File: config.mk
export PLATFORM = sky130hd
export DESIGN_NAME = process_tree_max_descendants_unit_flat
export DESIGN_NICKNAME = d
export VERILOG_FILES = /design/src/rtl/ptmd_pkg.sv /design/src/rtl/ptmd_if.sv /design/src/rtl/ptmd_table.sv /design/src/rtl/process_tree_max_descendants_unit.sv /design/src/flat_wrapper.sv
export SDC_FILE = /design/constraint.sdc
export NUM_CORES = 2
export LEC_CHECK = 0
export BUFFER_PORTS_ARGS = -buffer_cell sky130_fd_sc_hd__buf_4
export CAP_MARGIN = 20
export CORE_ASPECT_RATIO = 0.5
export CORE_MARGIN = 5
export CORE_UTILIZATION = 45
export CTS_BUF_LIST = sky130_fd_sc_hd__clkbuf_8
export DETAILED_ROUTE_END_ITERATION = 8
export MAX_ROUTING_LAYER = met4
export PLACE_DENSITY = 0.68
export SETUP_SLACK_MARGIN = 0.1
export SYNTH_ARGS = -nofsm -noshare
export SYNTH_HDL_FRONTEND = slang
export SYNTH_SLANG_ARGS = --single-unit
File: constraint.sdc
create_clock -name clk -period 4.9 [get_ports clk]
set_clock_uncertainty 0.15 [all_clocks]
set_input_delay 0.98 -clock clk [delete_from_list [all_inputs] [get_ports clk]]
set_output_delay 0.98 -clock clk [all_outputs]
set_load 0.01 [all_outputs]
File: src/rtl/ptmd_pkg.sv
// package: table sizes, sequencer states and table write bundle
`timescale 1ns / 1ps
package ptmd_pkg;
	localparam int TABLE_ENTRIES = 64;
	localparam int SLOT_W = $clog2(TABLE_ENTRIES);
	localparam int PID_W = 16;
	localparam int LEVEL_W = 7;

	localparam logic [SLOT_W-1:0] COUNT_MAX_C = SLOT_W'(TABLE_ENTRIES - 1);
	localparam logic [SLOT_W:0]   ENTRIES_C   = (SLOT_W + 1)'(TABLE_ENTRIES);

	localparam logic FUNC_WRITE = 1'b0;
	localparam logic FUNC_QUERY = 1'b1;

	typedef enum logic [2:0] {
		ST_IDLE,
		ST_ROOT,
		ST_CHECK,
		ST_LOAD,
		ST_SCAN,
		ST_LEVEL,
		ST_DONE
	} state_t;

	typedef struct packed {
		logic              en;
		logic [SLOT_W-1:0] slot;
		logic              in_use;
		logic [SLOT_W-1:0] parent;
		logic [PID_W-1:0]  pid;
	} tbl_wr_t;
endpackage

File: src/rtl/ptmd_if.sv
// request and response channel interfaces
`timescale 1ns / 1ps
interface ptmd_req_if;
	logic       valid;
	logic       ready;
	logic       func;
	logic [5:0] slot;
	logic       entry_in_use;
	logic [5:0] entry_parent;
	logic [15:0] entry_pid;
	logic signed [6:0] level_limit;
	logic [5:0] range_low;
	logic [5:0] range_high;

	modport source (output valid, func, slot, entry_in_use, entry_parent, entry_pid,
		level_limit, range_low, range_high, input ready);
	modport sink (input valid, func, slot, entry_in_use, entry_parent, entry_pid,
		level_limit, range_low, range_high, output ready);
endinterface

interface ptmd_rsp_if;
	logic        valid;
	logic        ready;
	logic [5:0]  best_count;
	logic [15:0] best_pid;
	logic        found;

	modport source (output valid, best_count, best_pid, found, input ready);
	modport sink (input valid, best_count, best_pid, found, output ready);
endinterface

File: src/rtl/ptmd_table.sv
// process slot table: in-use flags, parent and id memories
`timescale 1ns / 1ps
module ptmd_table (
	input  logic                    clk,
	input  logic                    arst_n,
	input  ptmd_pkg::tbl_wr_t       wr,
	input  logic [ptmd_pkg::SLOT_W-1:0] scan_addr,
	input  logic [ptmd_pkg::SLOT_W-1:0] root_addr,
	output logic [ptmd_pkg::SLOT_W-1:0] parent_rd,
	output logic                    used_rd,
	output logic                    root_used,
	output logic [ptmd_pkg::PID_W-1:0]  pid_rd
);
	import ptmd_pkg::*;

	logic [TABLE_ENTRIES-1:0] used_q;
	logic [SLOT_W-1:0]        parent_mem [TABLE_ENTRIES];
	logic [PID_W-1:0]         pid_mem [TABLE_ENTRIES];
	logic [SLOT_W-1:0]        parent_rd_q;
	logic                     used_rd_q;
	logic [PID_W-1:0]         pid_rd_q;

	// in-use flags reset at once
	always_ff @(posedge clk or negedge arst_n) begin
		if (!arst_n) begin
			used_q <= '0;
		end else if (wr.en) begin
			used_q[wr.slot] <= wr.in_use;
		end
	end

	always_ff @(posedge clk) begin
		if (wr.en) begin
			parent_mem[wr.slot] <= wr.parent;
			pid_mem[wr.slot]    <= wr.pid;
		end
		parent_rd_q <= parent_mem[scan_addr];
		used_rd_q   <= used_q[scan_addr];
		pid_rd_q    <= pid_mem[root_addr];
	end

	assign parent_rd = parent_rd_q;
	assign used_rd   = used_rd_q;
	assign root_used = used_q[root_addr];
	assign pid_rd    = pid_rd_q;
endmodule

File: src/rtl/process_tree_max_descendants_unit.sv
// top level: slot table writes and the breadth-first descendant query sequencer
`timescale 1ns / 1ps
// A write transaction (func 0) stores one slot and gives no response.
// A query transaction (func 1) walks every in-use slot as a root, breadth first, with
// one shared parent compare that scans the whole table once for each node that it
// expands; req.ready is low while the query runs. The response gives the largest
// descendant count inside [range_low, range_high], the id of the lowest slot reaching
// it, and found; a finished response waits in an output register while new
// transactions are accepted.
module process_tree_max_descendants_unit (
	input  logic      clk,
	input  logic      arst_n,
	ptmd_req_if.sink  req,
	ptmd_rsp_if.source rsp
);
	import ptmd_pkg::*;

	state_t state_q, state_d;

	// query setup
	logic                limit_all_q;
	logic [SLOT_W-1:0]   limit_q;
	logic [SLOT_W-1:0]   lo_q, hi_q;
	logic [SLOT_W-1:0]   best_q;
	logic [PID_W-1:0]    best_pid_q;

	// walk state
	logic [SLOT_W:0]     root_q;
	logic [SLOT_W:0]     elem_q;
	logic [SLOT_W:0]     level_q;
	logic [SLOT_W-1:0]   lvl_end_q;
	logic [SLOT_W-1:0]   count_q;
	logic [SLOT_W-1:0]   cur_q;
	logic [SLOT_W:0]     scan_j_q;
	logic                valid_s1;
	logic [SLOT_W-1:0]   j_s1;

	// response register
	logic                rsp_valid_q;
	logic [SLOT_W-1:0]   rsp_count_q;
	logic [PID_W-1:0]    rsp_pid_q;
	logic                rsp_found_q;

	// walk queue memory
	logic [SLOT_W-1:0]   queue_mem [TABLE_ENTRIES];
	logic [SLOT_W-1:0]   q_rd_q;
	logic                q_we;
	logic [SLOT_W-1:0]   q_waddr;
	logic [SLOT_W-1:0]   q_wdata;

	// table port
	tbl_wr_t             tbl_wr;
	logic [SLOT_W-1:0]   parent_rd;
	logic                used_rd;
	logic                root_used;
	logic [PID_W-1:0]    pid_rd;

	logic                accept;
	logic                hit;
	logic                walk_go;
	logic                in_range;
	logic                level_step;
	logic                rsp_free;
	logic [SLOT_W-1:0]   lo_sat, hi_sat;

	ptmd_table u_table (
		.clk       (clk),
		.arst_n    (arst_n),
		.wr        (tbl_wr),
		.scan_addr (scan_j_q[SLOT_W-1:0]),
		.root_addr (root_q[SLOT_W-1:0]),
		.parent_rd (parent_rd),
		.used_rd   (used_rd),
		.root_used (root_used),
		.pid_rd    (pid_rd)
	);

	assign accept   = req.valid && req.ready;
	assign rsp_free = !rsp_valid_q || rsp.ready;

	// range ends saturate to the largest possible count
	assign lo_sat = (req.range_low > COUNT_MAX_C) ? COUNT_MAX_C : req.range_low;
	assign hi_sat = (req.range_high > COUNT_MAX_C) ? COUNT_MAX_C : req.range_high;

	// a child found in the scan: used, not the node itself, parent matches, room left
	assign hit = valid_s1 && used_rd && (j_s1 != cur_q) && (parent_rd == cur_q) &&
		(count_q != COUNT_MAX_C);

	// loop condition of the breadth-first walk
	assign walk_go = (elem_q <= {1'b0, count_q}) && (elem_q < ENTRIES_C) &&
		(limit_all_q || (level_q != {1'b0, limit_q}));

	assign in_range = (count_q <= hi_q) && (count_q >= lo_q) && (count_q > best_q);

	// the node just scanned closes its level
	assign level_step = (level_q < ENTRIES_C) && (elem_q == {1'b0, lvl_end_q});

	// next state
	always_comb begin
		state_d = state_q;
		case (state_q)
			ST_IDLE: begin
				if (accept && (req.func == FUNC_QUERY)) state_d = ST_ROOT;
			end
			ST_ROOT: begin
				if (root_q == ENTRIES_C) state_d = ST_DONE;
				else if (root_used) state_d = ST_CHECK;
			end
			ST_CHECK: begin
				state_d = walk_go ? ST_LOAD : ST_ROOT;
			end
			ST_LOAD: begin
				state_d = ST_SCAN;
			end
			ST_SCAN: begin
				if ((scan_j_q == ENTRIES_C) && !valid_s1) state_d = ST_LEVEL;
			end
			ST_LEVEL: begin
				state_d = ST_CHECK;
			end
			ST_DONE: begin
				if (rsp_free) state_d = ST_IDLE;
			end
			default: begin
				state_d = ST_IDLE;
			end
		endcase
	end

	// control outputs
	always_comb begin
		req.ready    = 1'b0;
		q_we         = 1'b0;
		q_waddr      = count_q + SLOT_W'(1);
		q_wdata      = j_s1;
		case (state_q)
			ST_IDLE: begin
				req.ready = 1'b1;
			end
			ST_ROOT: begin
				// root goes to the head of the queue
				q_we    = (root_q != ENTRIES_C) && root_used;
				q_waddr = '0;
				q_wdata = root_q[SLOT_W-1:0];
			end
			ST_SCAN: begin
				q_we = hit;
			end
			default: begin
			end
		endcase
	end

	// table write straight from an accepted write transaction
	assign tbl_wr.en     = (state_q == ST_IDLE) && req.valid && (req.func == FUNC_WRITE) &&
		({1'b0, req.slot} < ENTRIES_C);
	assign tbl_wr.slot   = req.slot;
	assign tbl_wr.in_use = req.entry_in_use;
	assign tbl_wr.parent = req.entry_parent;
	assign tbl_wr.pid    = req.entry_pid;

	always_ff @(posedge clk) begin
		if (q_we) begin
			queue_mem[q_waddr] <= q_wdata;
		end
		q_rd_q <= queue_mem[elem_q[SLOT_W-1:0]];
	end

	always_ff @(posedge clk or negedge arst_n) begin
		if (!arst_n) begin
			state_q     <= ST_IDLE;
			root_q      <= '0;
			elem_q      <= '0;
			level_q     <= '0;
			lvl_end_q   <= '0;
			count_q     <= '0;
			scan_j_q    <= '0;
			valid_s1    <= 1'b0;
			rsp_valid_q <= 1'b0;
		end else begin
			state_q  <= state_d;
			valid_s1 <= (state_q == ST_SCAN) && (scan_j_q != ENTRIES_C);
			if (rsp.ready) rsp_valid_q <= 1'b0;
			case (state_q)
				ST_IDLE: begin
					if (accept && (req.func == FUNC_QUERY)) root_q <= '0;
				end
				ST_ROOT: begin
					if (root_q != ENTRIES_C) begin
						if (root_used) begin
							count_q   <= '0;
							elem_q    <= '0;
							level_q   <= '0;
							lvl_end_q <= '0;
						end else begin
							root_q <= root_q + 1'b1;
						end
					end
				end
				ST_CHECK: begin
					if (!walk_go) root_q <= root_q + 1'b1;
				end
				ST_LOAD: begin
					scan_j_q <= '0;
				end
				ST_SCAN: begin
					if (scan_j_q != ENTRIES_C) scan_j_q <= scan_j_q + 1'b1;
					if (hit) count_q <= count_q + SLOT_W'(1);
				end
				ST_LEVEL: begin
					if (level_step) begin
						level_q <= level_q + 1'b1;
						if ((level_q + 1'b1) < ENTRIES_C) lvl_end_q <= count_q;
					end
					elem_q <= elem_q + 1'b1;
				end
				ST_DONE: begin
					if (rsp_free) rsp_valid_q <= 1'b1;
				end
				default: begin
				end
			endcase
		end
	end

	// payload registers
	always_ff @(posedge clk) begin
		j_s1 <= scan_j_q[SLOT_W-1:0];
		case (state_q)
			ST_IDLE: begin
				if (accept && (req.func == FUNC_QUERY)) begin
					limit_all_q <= req.level_limit[LEVEL_W-1];
					limit_q     <= req.level_limit[SLOT_W-1:0];
					lo_q        <= lo_sat;
					hi_q        <= hi_sat;
					best_q      <= '0;
					best_pid_q  <= '0;
				end
			end
			ST_CHECK: begin
				// walk of this root finished: keep the first largest count in range
				if (!walk_go && in_range) begin
					best_q     <= count_q;
					best_pid_q <= pid_rd;
				end
			end
			ST_LOAD: begin
				cur_q <= q_rd_q;
			end
			ST_DONE: begin
				if (rsp_free) begin
					rsp_count_q <= best_q;
					rsp_pid_q   <= best_pid_q;
					rsp_found_q <= (best_q != '0);
				end
			end
			default: begin
			end
		endcase
	end

	assign rsp.valid      = rsp_valid_q;
	assign rsp.best_count = rsp_count_q;
	assign rsp.best_pid   = rsp_pid_q;
	assign rsp.found      = rsp_found_q;
endmodule

File: src/flat_wrapper.sv
// flat-port wrapper written by rule: the top's interface ports become plain ports
module process_tree_max_descendants_unit_flat import ptmd_pkg::*;
  (clk, arst_n, req_valid, req_func, req_slot, req_entry_in_use, req_entry_parent, req_entry_pid, req_level_limit, req_range_low, req_range_high, req_ready, rsp_valid, rsp_best_count, rsp_best_pid, rsp_found, rsp_ready);
  ptmd_req_if req_i ();
  ptmd_rsp_if rsp_i ();
  input  logic clk;
  input  logic arst_n;
  input wire logic [$bits(req_i.valid)-1:0] req_valid;
  input wire logic [$bits(req_i.func)-1:0] req_func;
  input wire logic [$bits(req_i.slot)-1:0] req_slot;
  input wire logic [$bits(req_i.entry_in_use)-1:0] req_entry_in_use;
  input wire logic [$bits(req_i.entry_parent)-1:0] req_entry_parent;
  input wire logic [$bits(req_i.entry_pid)-1:0] req_entry_pid;
  input wire logic [$bits(req_i.level_limit)-1:0] req_level_limit;
  input wire logic [$bits(req_i.range_low)-1:0] req_range_low;
  input wire logic [$bits(req_i.range_high)-1:0] req_range_high;
  output wire logic [$bits(req_i.ready)-1:0] req_ready;
  output wire logic [$bits(rsp_i.valid)-1:0] rsp_valid;
  output wire logic [$bits(rsp_i.best_count)-1:0] rsp_best_count;
  output wire logic [$bits(rsp_i.best_pid)-1:0] rsp_best_pid;
  output wire logic [$bits(rsp_i.found)-1:0] rsp_found;
  input wire logic [$bits(rsp_i.ready)-1:0] rsp_ready;
  assign req_i.valid = req_valid;
  assign req_i.func = req_func;
  assign req_i.slot = req_slot;
  assign req_i.entry_in_use = req_entry_in_use;
  assign req_i.entry_parent = req_entry_parent;
  assign req_i.entry_pid = req_entry_pid;
  assign req_i.level_limit = req_level_limit;
  assign req_i.range_low = req_range_low;
  assign req_i.range_high = req_range_high;
  assign req_ready = req_i.ready;
  assign rsp_valid = rsp_i.valid;
  assign rsp_best_count = rsp_i.best_count;
  assign rsp_best_pid = rsp_i.best_pid;
  assign rsp_found = rsp_i.found;
  assign rsp_i.ready = rsp_ready;
  process_tree_max_descendants_unit u_core (.clk(clk), .arst_n(arst_n), .req(req_i), .rsp(rsp_i));
endmodule
---- Word-level counts from Yosys, hierarchy flattened ----
Memory sizes are Yosys's and may differ from the RTL's. A register that Yosys moved wholly into a read port is not among the register bits.
Index checks and enable logic that the tools add are counted.
operators by class
  mux-type cells .......................... 50
  magnitude comparators ................... 13
  eq/ne operators ......................... 28
  reductions and logical operators ........ 40
  bitwise operators ....................... 1
  add/subtract/negate cells ............... 5
operator list
  operator                                                                       count
  64-bit bitwise mux                                                             1
  7-bit 2-to-1 mux                                                               8
  6-bit 2-to-1 mux                                                               9
  7-bit case mux with 2 select lines                                             3
  6-bit case mux with 2 select lines                                             3
  16-bit 2-to-1 mux                                                              2
  16-bit case mux with 2 select lines                                            1
  7-bit by 1-bit adder with 7-bit output (second input constant)                 4
  6-bit by 7-bit less-than comparator with 1-bit output (second input constant)  3
  7-bit less-than comparator (second input constant)                             3
  3-bit case mux with 7 select lines                                             1
  7-bit case mux with 3 select lines                                             1
  1-bit logical AND                                                              18
  2-bit by 1-bit != test with 1-bit output (second input constant)               8
  3-bit 2-to-1 mux                                                               5
  7-bit == test (second input constant)                                          2
  7-bit != test (second input constant)                                          2
  1-bit binary-select mux with 6-bit select                                      2
  6-bit > comparator (second input constant)                                     2
  4-bit AND reduction                                                            3
  1-bit 2-to-1 mux                                                               11
  5-bit AND reduction                                                            2
  3-bit == test (second input constant)                                          3
  2-bit != test (second input constant)                                          4
  other kinds (26)                                                               36
storage, ports and cells
  logic and storage cells ................. 162
  output and inout port bits .............. 25
  register bits after elaboration ......... 186
  RAM bits ................................ 1,792
  input port bits ......................... 53
  memories ................................ 3
memories
  memory                     words  bits a word  rd ports  clocked after memory_dff  wr ports  line                                     source
  u_core.u_table.pid_mem     64     16           1         1                         1         ptmd_table.sv:18                         logic [PID_W-1:0] pid_mem [TABLE_ENTRIES];
  u_core.queue_mem           64     6            1         1                         1         process_tree_max_descendants_unit.sv:45  logic [SLOT_W-1:0] queue_mem [TABLE_ENTRIES];
  u_core.u_table.parent_mem  64     6            1         1                         1         ptmd_table.sv:17                         logic [SLOT_W-1:0] parent_mem [TABLE_ENTRIES];

---- Logic depth before layout (Yosys ltp) ----
  depth after elaboration ................. 7
  gate-level depth with buffers ........... 14
  mapped depth without buffers ............ 9

---- Cells and area by module ----
Synthesis repeated with hierarchy kept, for this count alone.
second synthesis, totals
  cells, all modules ...................... 3,822
  area, all modules ....................... 78,554.1 um^2
by module, submodules not included
  module                             cells each  seq. area each (um^2)  times used  area an instance (um^2)
  ptmd_table                         2,614       44,342.5               1           57,790.4
  process_tree_max_descendants_unit  1,208       14,999.4               1           20,763.7

---- Worst setup path before layout ----
No wires, ideal clock.
  kind .................................... register -> register
  from .................................... reg u_core.state_q[0]
  to ...................................... mem u_core.queue_mem[0][5] (netlist name), data pin
  period minus slack after synthesis ...... 4,507 ps
  setup slack ............................. 393 ps
  stages on the path, launching flop included .. 6
  data arrival time ....................... 3,655 ps
  buffers on the path ..................... 2
  data required time ...................... 4,048 ps
  library setup time ...................... 702 ps
  cell sequence ........................... dfrtp_1 -> nor2b_1 -> nor2b_1 -> clkbuf_1 -> buf_1 -> o21ai_0
on the way
  longest elaborated chain between the ends .. 2
ends and longest elaborated chain
  what                                      line                                      source
  start, declared                           process_tree_max_descendants_unit.sv:18   state_t state_q, state_d;
  start signal, assigned                    process_tree_max_descendants_unit.sv:181  state_q <= state_d;
  3-bit by 1-bit == test with 1-bit output  process_tree_max_descendants_unit.sv:136  case (state_q)
  6-bit 2-to-1 mux                          process_tree_max_descendants_unit.sv:136
  via u_core.q_wdata[5]                     process_tree_max_descendants_unit.sv:49   logic [SLOT_W-1:0] q_wdata;
  end, declared                             process_tree_max_descendants_unit.sv:45
The timed path passes the listed nets, and every way through them passes these cells.

---- Worst setup path after layout ----
  from .................................... reg u_core.root_q[0]
  to ...................................... mem u_core.queue_mem[3][1] (netlist name), enable pin
on the way
  longest elaborated chain between the ends .. 6
  elaborated cells between the ends (all ways) .. 7
  classes of those cells .................. 1 x eq/ne; 5 x mux; 1 x reduce/logical
ends and longest elaborated chain
  what                                       line                                      source
  start, declared                            process_tree_max_descendants_unit.sv:28   logic [SLOT_W:0] root_q;
  start signal, assigned                     process_tree_max_descendants_unit.sv:196  root_q <= root_q + 1'b1;
  start signal, assigned                     process_tree_max_descendants_unit.sv:201  if (!walk_go) root_q <= root_q + 1'b1;
  1-bit binary-select mux with 6-bit select  ptmd_table.sv:44                          assign root_used = used_q[root_addr];
  1-bit 2-to-1 mux (implied by the code)     ptmd_table.sv:44
  1-bit logical AND *                        process_tree_max_descendants_unit.sv:142  q_we = (root_q != ENTRIES_C) && root_used;
  1-bit case mux with 2 select lines *       process_tree_max_descendants_unit.sv:136
  1-bit 2-to-1 mux *                         process_tree_max_descendants_unit.sv:163  if (q_we) begin
  1-bit 2-to-1 mux (implied by the code) *   process_tree_max_descendants_unit.sv:164  queue_mem[q_waddr] <= q_wdata;
Every way passes the cells marked *; elsewhere a longest branch is shown, timed or not. The select of a mux whose other input is x is not followed.

==> results.py <==
metrics = {
    "status": {
        "outcome": "completed",
    },
    "critical_path": {
        "critical_path_class": "reg -> reg",
        "timing.rr.end": "u_core.queue_mem[3][1]",
        "startpoint_type": "flip-flop",
        "worstPathRequired_ns": 5.35,
        "r2r_slack_ns": 0.71,
        "reg2reg_depth": 7,
        "cp.arrival_ns": 4.65,
        "cp_top_family": "simple AND/OR/NAND/NOR gates",
        "slowest_delay_ns": 1.06,
        "worstSetupEndpointType": "flip-flop",
        "r2r-start": "u_core.root_q[0]",
        "worstPathCellList": "mux4_2 > nand2_1 > and4_1 > nor4_1 > a211oi_1 > or2_2 > nor2_1",
        "path_buf_inv": 0,
        "critical_path_peak_fanout": 51,
        "cp.depth": 7,
        "slowest_stage": "dfrtp_4",
    },
    "finish": {
        "instances_no_fill": 6412,
        "fill_cells": 13500,
        "layout-drive-gt1-share": 0.329,
        "multiInputGateArea_um2": 18300,
        "area_delta_synth_final_pct": 12.2,
        "stdcell_area_um2": 87900,
        "seq_area_um2": 59400,
        "finalNetCount": 3981,
        "fin_util": 0.507,
    },
    "timing": {
        "fmax_ghz": 0.239,
        "min_period_ns": 4.19,
        "slew-limit-headroom": 0.178,
        "finalHoldViolations": 0,
        "rsz0062_at_grt": "false",
        "tightest_slew_ns": 1.23,
        "tns_ns": 0,
        "fin_crit_sh": 0.855,
        "setup_violations": 0,
        "report.final.slew_viol_count": 0,
    },
    "clock_tree": {
        "cts_buffer_depth": 4,
        "post_cts_resized": 0,
        "post-cts-setup-buffer-count": 0,
        "insertion_delay_ns": 1.00,
        "cts.sinks": 2006,
        "cts.clk_slew.worst_paths_ns": 0.07,
        "cts_tree": "yes",
        "htreeDepth": 5,
        "cts-root-buf": "clkbuf_8",
        "cts_buffers": 298,
    },
    "logic_synthesis": {
        "synth_top_area_frac": 0.713,
        "postSynthCellCount": 3547,
        "synth_edf_count": 1862,
        "synth_nets": 3631,
        "yosys.area_share.adder": 0.00495,
        "yosysTopAreaCell": "edfxtp_1",
        "ys_ff_latch": 2006,
        "synth_commonest_cells": "edfxtp_1, mux4_2, nor2_1, clkbuf_1, dfrtp_1",
        "seq_area_frac_synth": 0.757,
        "synth_top_family_by_area": "multiplexers",
        "syn_area_um2": 78400,
        "yosysMostFrequentCell": "edfxtp_1",
        "synthSimpleGateAreaFrac": 0.0244,
        "ys_top_cells_by_area": "edfxtp_1, mux4_2, dfrtp_1",
        "ys_async_sr_fraction": 0.0543,
        "syn_area_per_cell_um2": 22.1,
        "synth-compound-area-share": 0.0107,
        "muxShareOfSynthArea": 0.186,
        "synth_xor_area_frac": 0.00436,
        "synth_cell_types": 61,
        "yosys_warnings": 0,
        "ys.flop_type": "edfxtp_1",
    },
    "grt": {
        "grt_max_degree": 159,
        "grt.total_usage": 0.215,
        "grt_pass1_vias": 38800,
        "antenna_found_initial": 10,
        "grt_pass1_wl_um": 276000,
        "grt_overflow": 0,
    },
    "worst_hold_path": {
        "hold_start": "rsp_ready",
        "hold_path_class": "in -> reg",
        "holdPathStages": 3,
        "whs_endpoint": "u_core.rsp.valid",
    },
    "placement": {
        "place.gp.congestion": 0.833,
        "port_buffers": 77,
        "post-place-cells": 5886,
        "post_dp_cell_area_um2": 82600,
        "dpl.hpwl_um": 111000,
    },
    "power_and_ir_drop": {
        "power_uw": 31000,
        "p_int_uw": 24600,
        "vdd_drop_max_mv": 0.271,
        "switchingPower_uw": 6400,
        "power_density_nw_per_um2": 353,
        "swShare": 0.207,
        "power_frac_comb": 0.009,
        "clkPwrFrac": 0.390,
        "p_leak_uw": 0.0276,
        "p_seq_frac": 0.601,
    },
    "drt": {
        "route.final.wire_length_um": 191000,
        "wire_per_inst_um": 29.7,
        "vias": 38700,
        "ant_nets": 0,
        "dr.pass1.iters": 6,
        "vias_per_cell": 6.03,
        "first_iter_violations": 4923,
        "drc_errors": 0,
    },
    "floorplanning": {
        "core_area_um2": 173000,
        "dieArea_um2": 183000,
        "initial_core_util": 0.452,
        "rows": 108,
        "num_io_pins": 78,
        "die_y_um": 305,
        "dieWidth_um": 600,
    },
    "run": {
        "cap_violations": 0,
    },
}
-- metal layers --
layer  wire length (um)  GRT usage
met1              76200      0.296
met2              92500      0.328
met3              16500     0.0400
met4               5340     0.0700
met5                  0          -
-- layout by cell type (no fill, tap or decap), drive strengths merged, types with 29 or more instances in the layout --
master	count
dfxtp	35
mux2	83
nor2	169
edfxtp	1862
o21ai	30
ha	31
mux4	599
dfrtp	109
clkinv	79
nand2	94
inv	136
and3	29
nand3	31
buf	228
clkbuf	313
-- power by group through the flow --
stage                     logic (uW)  clock network, uW  registers (uW)
final                            276              12100           18600
after global routing             299              13100           18600
after CTS                        279              12300           18600
after detailed placement         267                  0           19000
after global placement           247                  0           19000
after floorplan                 18.5                  0           19000
-- stage by stage --
| stage | setup slack [ns] | hold slack, ns |
|---|---|---|
| 2_1_floorplan | 0.393 | 0.195 |
| 3_3_place_gp | 0.823 | 0.245 |
| 3_5_place_dp | 0.769 | 0.239 |
| 4_1_cts | 0.710 | 0.113 |
| 5_1_grt | 0.547 | 0.198 |
| 6_report | 0.710 | 0.198 |
-- timing repair --
action                                  CTS  global route
endpoints found under the hold margin    63             0
endpoints found under the setup margin    0             0
hold buffers                             20             0
-- layout make-up --
| type | instances | share of cell area |
|---|---|---|
| sequential | 2006 | 0.675 |
| multi-input combinational | 1304 | 0.208 |
| clock buffer | 313 | 0.0490 |
| tap | 2310 | 0.0329 |
| timing repair buffer | 248 | 0.0244 |
| clock inverter | 182 | 0.00874 |
| inverter | 39 | 0.00169 |
| antenna | 10 | 0.000285 |
-- cell families after synthesis --
family	after synthesis
and+or+nand+nor	412
xor gates and xnor gates	39
buffers and inverters	237
AOI/OAI and AO/OA	124
muxes	698
adders and majority gates	31
DFF	2006
-- tightest hold or removal path, cell delays in order --
cell and delay, ns:
buf_4 0.10, nand2b_1 0.15, nand2_1 0.06
-- worst max-delay path by stage --
stage	endpoint	slack, ns	from
after floorplan	u_core.queue_mem[0][5]	0.39	u_core.state_q[0]
after global placement	u_core.queue_mem[1][1]	0.82	u_core.root_q[0]
after detailed placement	u_core.queue_mem[3][2]	0.77	u_core.root_q[0]
after CTS	u_core.queue_mem[3][1]	0.71	u_core.root_q[0]
after global routing	u_core.queue_mem[6][0]	0.55	u_core.root_q[0]
final	u_core.queue_mem[3][1]	0.71	u_core.root_q[0]
-- state kept, by name, indices dropped and copies added, names as in the netlist, 7 cells and up --
register,count
u_core.level_q,7
u_core.scan_j_q,7
u_core.u_table.parent_mem,384
u_core.u_table.pid_rd,16
u_core.u_table.used_q,64
u_core.queue_mem,384
u_core.rsp.best_pid,16
u_core.u_table.pid_mem,1024
u_core.elem_q,7
u_core.root_q,7
u_core.best_pid_q,16
(Power assumes the default switching activity.)
